[config.mk]
export PLATFORM = sky130hd
export DESIGN_NAME = framed_byte_receiver_crc16
export DESIGN_NICKNAME = d
export VERILOG_FILES = /design/src/design/fbr_pkg.sv /design/src/design/fbr_ram.sv /design/src/design/fbr_parser.sv /design/src/design/framed_byte_receiver_crc16.sv
export SDC_FILE = /design/constraint.sdc
export NUM_CORES = 1
export LEC_CHECK = 0
export ABC_AREA = 0
export BUFFER_PORTS_ARGS = -buffer_cell sky130_fd_sc_hd__buf_2
export CAP_MARGIN = 20
export CORE_ASPECT_RATIO = 0.75
export CORE_MARGIN = 8
export CORE_UTILIZATION = 35
export DETAILED_ROUTE_END_ITERATION = 12
export GPL_ROUTABILITY_DRIVEN = 0
export PLACE_DENSITY = 0.51
export SETUP_SLACK_MARGIN = 0.2
export SLEW_MARGIN = 25
export SYNTH_ARGS = -nofsm -noshare
export SYNTH_HDL_FRONTEND = slang
export SYNTH_HIERARCHICAL = 1
export SYNTH_SLANG_ARGS = --single-unit
[constraint.sdc]
create_clock -name clk -period 9.5 [get_ports clk]
set_clock_uncertainty 0.15 [all_clocks]
set_input_delay 2.85 -clock clk [delete_from_list [all_inputs] [get_ports clk]]
set_output_delay 2.85 -clock clk [all_outputs]
set_load 0.01 [all_outputs]
[src/design/fbr_pkg.sv]
// Shared types, constants and the CRC byte update for the framed byte receiver.
`timescale 1ns / 1ps

package fbr_pkg;

	localparam int MAX_PAYLOAD_DEF = 32;
	localparam int HDR_LEN         = 7;
	localparam int CRC_LEN         = 2;

	localparam logic [15:0] CRC_INIT = 16'hFFFF;
	localparam logic [15:0] CRC_POLY = 16'h1021;

	localparam logic [7:0] START_RESET   = 8'd170;
	localparam logic [7:0] VERSION_RESET = 8'd2;
	localparam logic [7:0] REQUEST_RESET = 8'd1;

	// configuration register indexes
	localparam logic [1:0] REG_START_BYTE   = 2'd0;
	localparam logic [1:0] REG_EXP_VERSION  = 2'd1;
	localparam logic [1:0] REG_REQUEST_TYPE = 2'd2;

	// outcome of a byte that completes a frame
	typedef enum logic [1:0] {
		V_NONE  = 2'd0,
		V_ERR   = 2'd1,
		V_EMPTY = 2'd2,
		V_DATA  = 2'd3
	} verdict_t;

	typedef struct packed {
		verdict_t   kind;
		logic [7:0] opcode;
		logic [7:0] sequence_res;
		logic [7:0] length;
	} finish_t;

	typedef struct packed {
		logic       frame_status;
		logic [7:0] opcode;
		logic [7:0] sequence_res;
		logic [5:0] payload_length;
		logic       has_byte;
		logic [4:0] byte_index;
		logic [7:0] payload_byte;
		logic       last;
	} result_t;

	// CRC-16/CCITT-FALSE, one byte, MSB first
	function automatic logic [15:0] crc16_feed(input logic [15:0] crc, input logic [7:0] b);
		logic [15:0] c;
		c = crc ^ {b, 8'h00};
		for (int i = 0; i < 8; i++) begin
			if (c[15]) begin
				c = {c[14:0], 1'b0} ^ CRC_POLY;
			end else begin
				c = {c[14:0], 1'b0};
			end
		end
		return c;
	endfunction

endpackage

[src/design/fbr_ram.sv]
// Generic single-write, single-read RAM with registered read data.
`timescale 1ns / 1ps

module fbr_ram #(
	parameter int WIDTH = 8,
	parameter int DEPTH = 32
) (
	input  logic                                   clk,
	input  logic                                   we,
	input  logic [(DEPTH > 1 ? $clog2(DEPTH) : 1)-1:0] waddr,
	input  logic [WIDTH-1:0]                       wdata,
	input  logic                                   re,
	input  logic [(DEPTH > 1 ? $clog2(DEPTH) : 1)-1:0] raddr,
	output logic [WIDTH-1:0]                       rdata
);

	logic [WIDTH-1:0] mem [DEPTH];
	logic [WIDTH-1:0] rdata_q;

	always_ff @(posedge clk) begin
		if (we) begin
			mem[waddr] <= wdata;
		end
		if (re) begin
			rdata_q <= mem[raddr];
		end
	end

	assign rdata = rdata_q;

endmodule

[src/design/fbr_parser.sv]
// Frame parser: start hunt, header capture, running CRC and end-of-frame verdict.
`timescale 1ns / 1ps

module fbr_parser #(
	parameter int MAX_PAYLOAD = fbr_pkg::MAX_PAYLOAD_DEF,
	localparam int AW = (MAX_PAYLOAD > 1) ? $clog2(MAX_PAYLOAD) : 1
) (
	input  logic                clk,
	input  logic                arst_n,
	input  logic                cfg_wr_en,
	input  logic [1:0]          cfg_index,
	input  logic [7:0]          cfg_wdata,
	input  logic                accept,
	input  logic [7:0]          rx_byte,
	output logic                ram_we,
	output logic [AW-1:0]       ram_waddr,
	output logic [7:0]          ram_wdata,
	output fbr_pkg::finish_t    fin
);

	localparam int CW = $clog2(fbr_pkg::HDR_LEN + MAX_PAYLOAD + fbr_pkg::CRC_LEN + 2);
	localparam logic [CW-1:0] HDR_C   = CW'(fbr_pkg::HDR_LEN);
	localparam logic [CW-1:0] CRC_C   = CW'(fbr_pkg::CRC_LEN);
	localparam logic [CW-1:0] FIXED_C = CW'(fbr_pkg::HDR_LEN + fbr_pkg::CRC_LEN);
	localparam logic [7:0]    MAX_C   = 8'(MAX_PAYLOAD);

	logic [7:0]    start_q, version_q, reqtype_q;
	logic          in_frame_q, in_frame_d;
	logic [CW-1:0] cnt_q, cnt_d, cnt_inc, pay_off;
	logic [CW-1:0] et_q, et_d;
	logic [15:0]   crc_q, crc_d;
	logic [7:0]    crcl_q;
	logic [7:0]    hdr_q [6];
	logic          hdr_we, crcl_we, crc_ok;
	logic [2:0]    hdr_sel;

	assign cnt_inc   = cnt_q + CW'(1);
	assign pay_off   = cnt_q - HDR_C;
	assign hdr_sel   = 3'(cnt_q - CW'(1));
	assign ram_waddr = pay_off[AW-1:0];
	assign ram_wdata = rx_byte;
	assign crc_ok    = ({rx_byte, crcl_q} == crc_q);

	always_comb begin
		in_frame_d       = in_frame_q;
		cnt_d            = cnt_q;
		et_d             = et_q;
		crc_d            = crc_q;
		hdr_we           = 1'b0;
		crcl_we          = 1'b0;
		ram_we           = 1'b0;
		fin.kind         = fbr_pkg::V_NONE;
		fin.opcode       = hdr_q[2];
		fin.sequence_res = hdr_q[3];
		fin.length       = hdr_q[5];
		if (accept) begin
			if (rx_byte == start_q) begin
				// restart on any start byte, even mid-frame
				in_frame_d = 1'b1;
				cnt_d      = CW'(1);
				et_d       = '0;
				crc_d      = fbr_pkg::CRC_INIT;
			end else if (in_frame_q) begin
				if (cnt_q >= CW'(1) && cnt_q < HDR_C) begin
					hdr_we = 1'b1;
					crc_d  = fbr_pkg::crc16_feed(crc_q, rx_byte);
				end else if (et_q != '0 && cnt_q + CRC_C < et_q) begin
					ram_we = 1'b1;
					crc_d  = fbr_pkg::crc16_feed(crc_q, rx_byte);
				end else if (et_q != '0 && cnt_q + CRC_C == et_q) begin
					crcl_we = 1'b1;
				end
				cnt_d = cnt_inc;
				if (cnt_inc == HDR_C) begin
					// length byte just arrived
					if (rx_byte > MAX_C) begin
						in_frame_d = 1'b0;
						cnt_d      = '0;
						et_d       = '0;
					end else begin
						et_d = FIXED_C + CW'(rx_byte);
					end
				end
				if (et_q != '0 && cnt_inc == et_q) begin
					in_frame_d = 1'b0;
					cnt_d      = '0;
					et_d       = '0;
					if (!crc_ok) begin
						fin.kind = fbr_pkg::V_NONE;
					end else if (hdr_q[0] != version_q) begin
						fin.kind = fbr_pkg::V_ERR;
					end else if (hdr_q[1] != reqtype_q) begin
						fin.kind = fbr_pkg::V_NONE;
					end else if (hdr_q[5] == 8'd0) begin
						fin.kind = fbr_pkg::V_EMPTY;
					end else begin
						fin.kind = fbr_pkg::V_DATA;
					end
				end
			end
		end
	end

	always_ff @(posedge clk or negedge arst_n) begin
		if (!arst_n) begin
			start_q    <= fbr_pkg::START_RESET;
			version_q  <= fbr_pkg::VERSION_RESET;
			reqtype_q  <= fbr_pkg::REQUEST_RESET;
			in_frame_q <= 1'b0;
			cnt_q      <= '0;
			et_q       <= '0;
			crc_q      <= fbr_pkg::CRC_INIT;
		end else begin
			if (cfg_wr_en) begin
				unique case (cfg_index)
					fbr_pkg::REG_START_BYTE:   start_q   <= cfg_wdata;
					fbr_pkg::REG_EXP_VERSION:  version_q <= cfg_wdata;
					fbr_pkg::REG_REQUEST_TYPE: reqtype_q <= cfg_wdata;
					default: ;
				endcase
			end
			in_frame_q <= in_frame_d;
			cnt_q      <= cnt_d;
			et_q       <= et_d;
			crc_q      <= crc_d;
		end
	end

	always_ff @(posedge clk) begin
		if (hdr_we) begin
			hdr_q[hdr_sel] <= rx_byte;
		end
		if (crcl_we) begin
			crcl_q <= rx_byte;
		end
	end

	a_total_needs_frame: assert property (@(posedge clk) disable iff (!arst_n)
		et_q != '0 |-> in_frame_q)
		else $error("frame total known outside a frame");

	a_count_bounded: assert property (@(posedge clk) disable iff (!arst_n)
		et_q != '0 |-> cnt_q < et_q)
		else $error("byte count ran past the frame total");

	a_idle_count_clear: assert property (@(posedge clk) disable iff (!arst_n)
		!in_frame_q |-> cnt_q == '0 && et_q == '0)
		else $error("count left over outside a frame");

endmodule

[src/design/framed_byte_receiver_crc16.sv]
// Top level: parser, payload RAM and the result replay with its output register.
`timescale 1ns / 1ps

// Framed byte receiver with CRC-16/CCITT-FALSE check.
// Input channel (in_valid/in_stall, rx_byte) takes one received serial byte per
// transfer. The block hunts for start_byte, captures the 7-byte header, writes
// the payload into a RAM of MAX_PAYLOAD bytes and checks the trailing
// little-endian CRC. Output channel (out_valid/out_stall) carries one result per
// transfer: a version error, an empty request, or one result per payload byte.
// A byte that does not end a frame is absorbed by the parser, and a new byte
// may follow it while in_stall stays low. The byte that ends a frame loads an
// error or empty result into the output register at once; a good request with
// payload starts a replay from the RAM: each result is read from the RAM, then
// loaded into the output register, and the next read waits until it is taken;
// input is stalled until the final result is loaded.
// A stalled output holds its result; input stays stalled while a replay is
// in progress or while a held result cannot drain. A byte is taken in the
// cycle the last result of a frame leaves the output register, since that
// register parts the sides.
// Reset clears the frame state and the output valid flag, seeds the CRC and
// loads the register defaults; the RAM is not cleared and needs no clearing pass.
// Configuration (cfg_wr_en, cfg_index, cfg_wdata) takes effect on the next byte.
module framed_byte_receiver_crc16 #(
	parameter int MAX_PAYLOAD = fbr_pkg::MAX_PAYLOAD_DEF
) (
	input  logic       clk,
	input  logic       arst_n,
	input  logic       cfg_wr_en,
	input  logic [1:0] cfg_index,
	input  logic [7:0] cfg_wdata,
	input  logic       in_valid,
	output logic       in_stall,
	input  logic [7:0] rx_byte,
	output logic       out_valid,
	input  logic       out_stall,
	output logic       frame_status,
	output logic [7:0] opcode,
	output logic [7:0] sequence_res,
	output logic [5:0] payload_length,
	output logic       has_byte,
	output logic [4:0] byte_index,
	output logic [7:0] payload_byte,
	output logic       last
);

	localparam int AW = (MAX_PAYLOAD > 1) ? $clog2(MAX_PAYLOAD) : 1;

	typedef enum logic [2:0] {
		S_IDLE = 3'b001,
		S_READ = 3'b010,
		S_HOLD = 3'b100
	} state_t;

	state_t            state_q, state_d;
	logic [AW-1:0]     idx_q, idx_d;
	logic              out_valid_q, out_valid_d;
	fbr_pkg::result_t  out_q, res_d;
	logic              load;
	logic              in_acc, out_take;
	logic              rd_en;
	logic [AW-1:0]     rd_addr;
	logic [7:0]        rd_data;
	logic              ram_we;
	logic [AW-1:0]     ram_waddr;
	logic [7:0]        ram_wdata;
	logic              rd_last;
	fbr_pkg::finish_t  fin;

	assign in_stall = (state_q != S_IDLE) || (out_valid_q && out_stall);
	assign in_acc   = in_valid && !in_stall;
	assign out_take = out_valid_q && !out_stall;
	assign rd_last  = (8'(idx_q) + 8'd1) == fin.length;

	fbr_parser #(
		.MAX_PAYLOAD (MAX_PAYLOAD)
	) u_parser (
		.clk       (clk),
		.arst_n    (arst_n),
		.cfg_wr_en (cfg_wr_en),
		.cfg_index (cfg_index),
		.cfg_wdata (cfg_wdata),
		.accept    (in_acc),
		.rx_byte   (rx_byte),
		.ram_we    (ram_we),
		.ram_waddr (ram_waddr),
		.ram_wdata (ram_wdata),
		.fin       (fin)
	);

	fbr_ram #(
		.WIDTH (8),
		.DEPTH (MAX_PAYLOAD)
	) u_payload_ram (
		.clk   (clk),
		.we    (ram_we),
		.waddr (ram_waddr),
		.wdata (ram_wdata),
		.re    (rd_en),
		.raddr (rd_addr),
		.rdata (rd_data)
	);

	always_comb begin
		state_d                = state_q;
		idx_d                  = idx_q;
		rd_en                  = 1'b0;
		rd_addr                = idx_q;
		load                   = 1'b0;
		res_d.frame_status     = 1'b0;
		res_d.opcode           = fin.opcode;
		res_d.sequence_res     = fin.sequence_res;
		res_d.payload_length   = fin.length[5:0];
		res_d.has_byte         = 1'b0;
		res_d.byte_index       = '0;
		res_d.payload_byte     = '0;
		res_d.last             = 1'b1;
		unique case (state_q)
			S_IDLE: begin
				if (in_acc) begin
					unique case (fin.kind)
						fbr_pkg::V_ERR: begin
							load               = 1'b1;
							res_d.frame_status = 1'b1;
						end
						fbr_pkg::V_EMPTY: begin
							load = 1'b1;
						end
						fbr_pkg::V_DATA: begin
							rd_en   = 1'b1;
							rd_addr = '0;
							idx_d   = '0;
							state_d = S_READ;
						end
						default: ;
					endcase
				end
			end
			S_READ: begin
				// read data is back; output register is known empty here
				load               = 1'b1;
				res_d.has_byte     = 1'b1;
				res_d.byte_index   = 5'(idx_q);
				res_d.payload_byte = rd_data;
				res_d.last         = rd_last;
				state_d            = rd_last ? S_IDLE : S_HOLD;
			end
			S_HOLD: begin
				if (out_take) begin
					rd_en   = 1'b1;
					rd_addr = idx_q + AW'(1);
					idx_d   = idx_q + AW'(1);
					state_d = S_READ;
				end
			end
			default: begin
				state_d = S_IDLE;
			end
		endcase
		out_valid_d = load ? 1'b1 : (out_take ? 1'b0 : out_valid_q);
	end

	always_ff @(posedge clk or negedge arst_n) begin
		if (!arst_n) begin
			state_q     <= S_IDLE;
			idx_q       <= '0;
			out_valid_q <= 1'b0;
		end else begin
			state_q     <= state_d;
			idx_q       <= idx_d;
			out_valid_q <= out_valid_d;
		end
	end

	always_ff @(posedge clk) begin
		if (load) begin
			out_q <= res_d;
		end
	end

	assign out_valid      = out_valid_q;
	assign frame_status   = out_q.frame_status;
	assign opcode         = out_q.opcode;
	assign sequence_res   = out_q.sequence_res;
	assign payload_length = out_q.payload_length;
	assign has_byte       = out_q.has_byte;
	assign byte_index     = out_q.byte_index;
	assign payload_byte   = out_q.payload_byte;
	assign last           = out_q.last;

	a_read_slot_free: assert property (@(posedge clk) disable iff (!arst_n)
		state_q == S_READ |-> !out_valid_q)
		else $error("replay read returned while output register was full");

	a_hold_after_partial: assert property (@(posedge clk) disable iff (!arst_n)
		out_valid_q && !out_q.last |-> state_q == S_HOLD)
		else $error("non-final result without replay in progress");

	a_replay_index: assert property (@(posedge clk) disable iff (!arst_n)
		state_q != S_IDLE |-> 8'(idx_q) < fin.length)
		else $error("replay index beyond payload length");

	a_no_parse_in_replay: assert property (@(posedge clk) disable iff (!arst_n)
		state_q != S_IDLE |-> !ram_we)
		else $error("payload write during replay");

endmodule

# After elaboration in Yosys (flattened, before gate mapping)
# Memory sizes are Yosys's and may differ from the RTL's. A register that Yosys moved wholly into a read port is not among the register bits.
# Index checks and enable logic that the tools add are counted.
word_totals:
  regBits: 92
  ramBits: 304
  input_bits: 23
  output_inout_bits: 40
  word_cells: 236
  mem_count: 2
op_classes:
  n_addsub: 7
  order_cmp: 4
  eq_ne: 20
  n_mux: 144
  bitwise_logic: 16
  n_reduce_logical: 26
mem_list:
  columns: ["name", "words", "word_bits", "read_ports", "rd_ports_with_merged_regs", "write_ports", "line_no", "source"]
  rows:
  - ["u_payload_ram.mem", 32, 8, 1, 1, 1, "fbr_ram.sv:17", "logic [WIDTH-1:0] mem [DEPTH];"]
  - ["u_parser.hdr_q", 6, 8, 5, 2, 1, "fbr_parser.sv:33", "logic [7:0] hdr_q [6];"]
ops:
  columns: ["op", "count"]
  rows:
  - ["2-to-1 mux 16 bit", 67]
  - ["2-to-1 mux 13 bit", 15]
  - ["2-to-1 mux 6 bit", 10]
  - ["inverter 3 bit", 15]
  - ["2-to-1 mux 1 bit", 33]
  - ["== test 16 bit", 1]
  - ["!= test 8 bit", 2]
  - ["XOR 16 bit", 1]
  - ["2-to-1 mux 15 bit", 1]
  - ["2-to-1 mux 5 bit", 3]
  - ["2-to-1 mux 2 bit", 7]
  - ["== test 6 bit", 2]
  - ["2-to-1 mux 3 bit", 4]
  - ["case mux 5 bit (2 select lines)", 1]
  - ["AND reduction 2 bit", 5]
  - ["case mux 3 bit (3 select lines)", 1]
  - ["AND reduction 3 bit", 3]
  - ["== test 6 x 8 -> 1 bit", 1]
  - ["== test 8 bit", 1]
  - ["greater-than comparator 8 x 6 -> 1 bit (second input constant)", 1]
  - ["logical NOT 8 bit", 1]
  - ["logical AND 1 bit", 7]
  - ["adder 4 x 6 -> 6 bit (first input constant)", 1]
  - ["adder 5 x 1 -> 6 bit (second input constant)", 1]
  - ["other kinds (25)", 33]

# Depth between registers and ports, before layout
# Gate-level depths: netlist of run 1.
depth:
  ltp_word: 56
  depth_mapped: 16
  ltp_nobuf: 14

# Modules after synthesis
# Netlist of run 1, hierarchy kept.
by_module_without_submodules:
  columns: ["module", "n_inst", "cells_each", "area_each_um2", "seq_area_each_um2"]
  rows:
  - ["fbr_ram", 1, 417, 10133.5, 7927.6]
  - ["fbr_parser", 1, 393, 5207.5, 2795.2]
  - ["framed_byte_receiver_crc16", 1, 126, 1865.5, 1367.6]

# Least setup slack after synthesis of run 1
# Ideal clock, no wire load.
synth_path:
  path_kind: "input -> register"
  from: "input rx_byte[2]"
  to: "register out_q (netlist bit byte_index[0]) (enable)"
  setup_ns: 0.487
  arrival_time_ns: 7.125
  required_ns: 8.863
  path_slack_ns: 1.737
  cell_stages: 8
  n_path_buf: 1
  cell_sequence: "buf_6 xor2_1 or4_1 nor3_1 and3_1 a21boi_0 ha_1 o21ai_0"
synth_lines:
  columns: ["item", "line_no", "source"]
  rows:
  - ["start, declared", "framed_byte_receiver_crc16.sv:33", "input logic [7:0] rx_byte,"]
  - ["end signal, assigned", "framed_byte_receiver_crc16.sv:176", "out_q <= res_d;"]
  - ["end, declared", "framed_byte_receiver_crc16.sv:57", "fbr_pkg::result_t out_q, res_d;"]

==> flow_metrics.py, run 1 <==
metrics = {
    "outcome": {
        "status": "complete, no violations",
    },
    "critical_path": {
        "cp-start-kind": "input port",
        "timing.rr.start": "u_parser/cnt_q[0]",
        "arrival_ns": 7.48,
        "critical_path_class": "in -> reg",
        "crit_required_ns": 9.65,
        "critPathLaunch": "rx_byte[7]",
        "r2r_slack_ns": 3.83,
        "path_max_fanout": 65,
        "rr_endpoint": "u_payload_ram/rdata[0]",
        "end_kind": "flop",
        "rr_worst_depth": 16,
    },
    "global_routing": {
        "grt_pass1_vias": 8655,
        "globalRouteTotalUtil_pct": 13.6,
        "grt-ovfl-total": 0,
        "grt_antenna_before_repair": 2,
        "grt_pass1_wl_um": 58200,
        "grt_max_degree": 66,
    },
    "cts": {
        "clkSlewWorstSetupHoldPaths_ns": 0.06,
        "cts_sinks": 412,
        "hold_buffers": 0,
        "clk-insertion-delay-late_ns": 0.57,
        "clk_path_buf_depth": 3,
        "cts_tree": "yes",
        "cts-resized-gates": 0,
        "cts_buffers": 43,
        "htree_levels": 2,
        "clockRootBuffer": "clkbuf_16",
        "cts_setup_buffers": 0,
    },
    "yosys": {
        "ys_types": 68,
        "ys_warn_count": 6,
        "syn_inst": 936,
        "synth_edf_count": 350,
        "ys_ff_latch": 412,
        "syn-mean-instance-area_um2": 18.4,
        "syn_nets": 975,
        "async_flop_share_pct": 15.0,
        "dominantRegCellSynth": "edfxtp_1",
        "ys_seq_area_share_pct": 70.3,
        "syn-cell-area_um2": 17200,
    },
    "floorplanning": {
        "design.core.area_um2": 48600,
        "ios": 63,
        "rows": 70,
        "die-area_um2": 56600,
        "die_width_um": 272,
        "die_y_um": 208,
        "start_util_pct": 35.4,
    },
    "cells_and_area": {
        "layout_commonest_cell": "edfxtp_1",
        "multi_input_area_um2": 4850,
        "syn_to_final_growth_pct": 14.0,
        "final_area_um2": 19600,
        "nNetsFinal": 1059,
        "layout-drive-gt1-share_pct": 32.1,
        "fillers": 4319,
        "final_cell_mix": "edfxtp_1 (350), mux4_2 (80), buf_2 (62)",
        "seqCellArea_um2": 12100,
        "final_cells": 1704,
        "fin_util_pct": 40.4,
    },
    "power": {
        "comb_power_share_pct": 11.5,
        "p_sw_share_pct": 24.0,
        "ir_worst_vdd_uv": 114,
        "power_density_nw_per_um2": 209,
        "clockPowerShare_pct": 38.2,
        "p_leak_uw": 0.00669,
        "p_int_uw": 3120,
        "power.switching_uw": 987,
        "seqPwrFrac_pct": 50.3,
    },
    "run": {
        "drv_cap": 0,
    },
    "place": {
        "dp_slack_ns": 1.61,
        "io_buffers": 62,
        "postPlaceCellArea_um2": 18300,
        "dp_hpwl_um": 25000,
        "place_inst": 1623,
    },
    "timing": {
        "finalHoldViolations": 0,
        "post-route-period-util_pct": 77.1,
        "tns_ns": 0,
        "fin_crit_ns": 7.32,
        "tightest_slew_ns": 1.06,
        "rsz0062_at_grt": "false",
        "max_freq_ghz": 0.137,
        "setup_ws_ns": 2.18,
        "relSlewSlack_pct": 29.1,
        "drv_slew": 0,
        "setup_viol": 0,
    },
    "drt": {
        "drc": 0,
        "wl_um": 39100,
        "drtIter0Drc": 768,
        "wire_per_inst_um": 23.0,
        "drt-vias-per-instance": 5.13,
        "antenna_left": 0,
        "dr.pass1.iters": 5,
        "vias": 8744,
    },
    "min_path": {
        "min_from": "u_parser/hdr_q[2][1]",
        "hold_class": "reg -> reg",
        "hold_depth": 0,
        "holdPathEnd": "opcode[1]",
    },
}
-- cell families after synthesis --
kind of cell	synth area share [%]
flip-flops	70.3
AND/OR/NAND/NOR	5.85
multiplexers	14.2
XOR/XNOR	3.99
buffers and inverters	2.00
AO/OA/AOI/OAI	2.51
adder cells (fa/ha/maj)	1.16
-- power by group through the flow --
| stage | Clock, uW | Sequential [uW] | Combinational (uW) |
|---|---|---|---|
| floorplan | 0 | 2080 | 361 |
| global placement | 0 | 2100 | 471 |
| detailed placement | 0 | 2100 | 475 |
| CTS | 1620 | 2060 | 477 |
| global route | 1690 | 2070 | 520 |
| finish | 1570 | 2060 | 473 |
-- routing by layer --
metal  global-route usage, %  up-vias  part of all wire, %
met5                       0        -                    0
met1                    21.6     4651                   51
met3                    2.52       45                  5.3
met4                    3.56        0                  1.5
met2                    18.8      216                   42
li1                        -     3832                    -
-- worst max-delay path, stage by stage --
cell,delay [ns]
buf_2,0.11
buf_4,0.25
xnor2_1,0.49
nand4_1,0.17
nor3_1,0.42
and3_1,0.30
a21boi_0,0.31
ha_1,0.26
a21o_1,0.14
buf_4,0.26
a31oi_4,0.11
buf_4,0.40
mux4_2,0.47
mux4_2,0.52
mux2_2,0.28
-- cell type report --
type                            count  share of cell area [%]
Sequential cell                   412                    61.6
Inverter                           21                   0.402
Clock inverter                     17                   0.510
Timing Repair Buffer               82                    2.41
Antenna cell                        1                  0.0128
Tap cell                          648                    4.13
Clock buffer                       63                    6.19
Multi-Input combinational cell    460                    24.7
-- cells in the mapped netlist (all sizes together), types with 6 or more instances --
master  number  area share [%]
edfxtp     350              61
mux4        80              10
nor2        57             1.4
mux2        54             3.8
dfrtp       39             5.7
xnor2       39             2.0
buf         36             1.4
xor2        36             1.8
nand2       34            0.74
dfstp       23             3.5
inv         21            0.46
ha          16             1.2
and2        13            0.47
nand4       13            0.60
nand3       12            0.35
o21ai       11            0.41
a21oi        9            0.26
nand3b       8            0.35
clkbuf       7            0.15
nor3         7            0.20
nor4         7            0.33
nand2b       6            0.22
-- per-stage QoR --
stage	total power, uW	hold WS (ns)
after floorplan	2440	0.250
after global routing	4280	0.268
after detailed placement	2580	0.255
after CTS	4160	0.269
final	4110	0.268
after global placement	2570	0.253
-- state kept, by name (all words and copies together) (netlist names) --
register             flops
has_byte                 1
state_q                  3
u_payload_ram/rdata      8
u_parser/in_frame_q      1
frame_status             1
last                     1
byte_index               5
u_parser/cnt_q           6
u_parser/reqtype_q       8
payload_byte             8
out_valid                1
u_parser/crcl_q          8
u_payload_ram/mem      256
u_parser/version_q       8
u_parser/start_q         8
u_parser/et_q            6
sequence_res             8
payload_length           6
idx_q                    5
u_parser/hdr_q          40
opcode                   8
u_parser/crc_q          16
-- worst max path at each step --
stage	endpoint	slack (ns)	cells past startpoint
final	u_payload_ram/rdata[0]	2.18	15
after global placement	u_payload_ram/rdata[0]	1.65	15
after global routing	u_payload_ram/rdata[0]	1.94	15
after detailed placement	u_payload_ram/rdata[0]	1.61	15
after floorplan	byte_index[0]	1.74	8
after CTS	u_payload_ram/rdata[0]	2.18	15
No activity file was read; power rests on OpenSTA's default activity.
==> run 2: changes to the inputs <==
==> constraint.sdc (replaced) <==
create_clock -name clk -period 7.29 [get_ports clk]
set_clock_uncertainty 0.15 [all_clocks]
set_input_delay 2.187 -clock clk [delete_from_list [all_inputs] [get_ports clk]]
set_output_delay 2.187 -clock clk [all_outputs]
set_load 0.01 [all_outputs]
==> flow_metrics.py, run 2 (synthesis results as in run 1) <==
metrics = {
    "place": {
        "dp_hpwl_um": 26400,
        "place_inst": 1634,
        "io_buffers": 62,
    },
    "global_routing": {
        "grt_pass1_wl_um": 60000,
        "globalRouteTotalUtil_pct": 14.0,
        "grt_antenna_before_repair": 2,
        "grt-ovfl-total": 0,
        "grt_pass1_vias": 8854,
        "grt_max_degree": 63,
    },
    "cells_and_area": {
        "largest_register": "u_payload_ram/mem",
        "layout-drive-gt1-share_pct": 33.0,
        "reg_top3": "u_payload_ram/mem (256), u_parser/hdr_q (40), u_parser/crc_q (16)",
        "largest_register_ffs": 256,
        "syn_to_final_growth_pct": 14.8,
        "layout_commonest_cell": "edfxtp_1",
        "n_antenna_cell": 0,
        "final_cells": 1714,
        "final_cell_mix": "edfxtp_1 (350), mux4_2 (80), buf_2 (62)",
        "nNetsFinal": 1071,
    },
    "floorplanning": {
        "die_y_um": 208,
        "die-area_um2": 56600,
        "die_width_um": 272,
        "rows": 70,
        "start_util_pct": 35.4,
        "design.core.area_um2": 48600,
        "ios": 63,
    },
    "timing": {
        "rsz0062_at_grt": "false",
        "fin_crit_ns": 6.13,
        "drv_slew": 0,
        "post-route-period-util_pct": 84.1,
        "relSlewSlack_pct": 27.7,
        "tightest_slew_ns": 1.08,
        "setup_viol": 0,
        "max_freq_ghz": 0.163,
        "finalHoldViolations": 0,
        "tns_ns": 0,
    },
    "critical_path": {
        "critical_path_class": "in -> reg",
        "path_max_fanout": 42,
        "timing.rr.start": "u_parser/cnt_q[0]",
        "end_kind": "flop",
        "critPathLaunch": "rx_byte[4]",
        "crit_required_ns": 7.44,
        "cp-start-kind": "input port",
        "r2r_slack_ns": 1.71,
        "arrival_ns": 6.29,
    },
    "drt": {
        "drt-vias-per-instance": 5.07,
        "wl_um": 40000,
        "antenna_left": 0,
        "vias": 8686,
        "drtIter0Drc": 768,
        "wire_per_inst_um": 23.3,
        "dr.pass1.iters": 5,
        "drc": 0,
    },
    "cts": {
        "clk_path_buf_depth": 3,
        "hold_buffers": 0,
        "htree_levels": 2,
        "clockRootBuffer": "clkbuf_16",
        "cts_sinks": 412,
        "cts-resized-gates": 0,
        "clk-insertion-delay-late_ns": 0.56,
        "clkSlewWorstSetupHoldPaths_ns": 0.06,
        "cts_setup_buffers": 0,
        "cts_tree": "yes",
        "cts_buffers": 44,
    },
    "power": {
        "p_leak_uw": 0.00678,
        "power_density_nw_per_um2": 275,
        "ir_worst_vdd_uv": 142,
    },
    "min_path": {
        "hold_class": "reg -> reg",
        "min_from": "u_parser/hdr_q[3][6]",
    },
    "run": {
        "drv_cap": 0,
    },
    "outcome": {
        "status": "complete, no violations",
    },
}
-- run 2: changes by cell type in the layout (fill, tap and decap cells not counted) --
cell        change
diode_2         -1
nor4_2          -1
clkinvlp_4      -1
nor2_1          -2
clkbuf_1        -4
inv_6           +1
nor4_4          +1
clkinv_2        -2
clkinv_1        +4
bufinv_16       +2
buf_4          +11
clkinv_8        -1
clkbuf_8        +1
nor2_2          +2
-- run 2: power breakdown --
part	total (uW)	switching [uW]	internal, uW
Combinational	615	334	281
Sequential	2690	67.0	2630
Clock	2120	887	1230
Total	5430	1290	4140
-- run 2: final cells by class --
type,instances,area (um2)
Tap cell,648,811
Sequential cell,412,12100
Fill cell,4400,28900
Multi-Input combinational cell,460,4860
Timing Repair Buffer,93,556
Inverter,21,78.8
Clock inverter,20,150
Clock buffer,60,1210
-- run 2: stage by stage --
step | setup slack [ns] | hold slack, ns | power [uW] | instance area, um2 | utilization (%)
5_1_grt | 0.975 | 0.273 | 5640 | 19800 | 40.6
2_1_floorplan | 1.08 | 0.250 | 3180 | 17200 | -
3_3_place_gp | 0.536 | 0.251 | 3350 | 18400 | 37.8
4_1_cts | 1.19 | 0.272 | 5490 | 19700 | 40.6
3_5_place_dp | 0.606 | 0.257 | 3350 | 18400 | 37.8
6_report | 1.16 | 0.269 | 5430 | 19800 | 40.6
-- run 2: path summary, 6_finish.rpt --
| kind | end | cells after the start |
|---|---|---|
| max in group asynchronous | u_parser/et_q[0] | 2 |
| hold / removal | sequence_res[6] | 0 |
| hold reg to reg | sequence_res[6] | 0 |
| setup reg to reg | u_payload_ram/rdata[6] | 16 |
| min in group asynchronous | u_parser/version_q[4] | 2 |
| setup / recovery | u_payload_ram/rdata[6] | 14 |
-- run 2: worst max-delay path, cell delays in order --
cell and delay, ns:
buf_2 0.12, xnor2_1 0.54, nand4_1 0.23, nor3_1 0.30, and3_1 0.23, a21boi_0 0.28
ha_1 0.25, a21o_1 0.18, buf_4 0.27, o21ai_4 0.09, buf_12 0.21, mux4_2 0.57
mux4_2 0.50, mux2_2 0.27
-- run 2: layer usage --
layer  vias up  part of all wire, %  GRT usage [%]
li1       3851                    -              -
met1      4585                   52           22.4
met2       220                   41           19.2
met3        30                  5.3           2.91
met4         0                  1.1           2.88
met5         -                    0              0
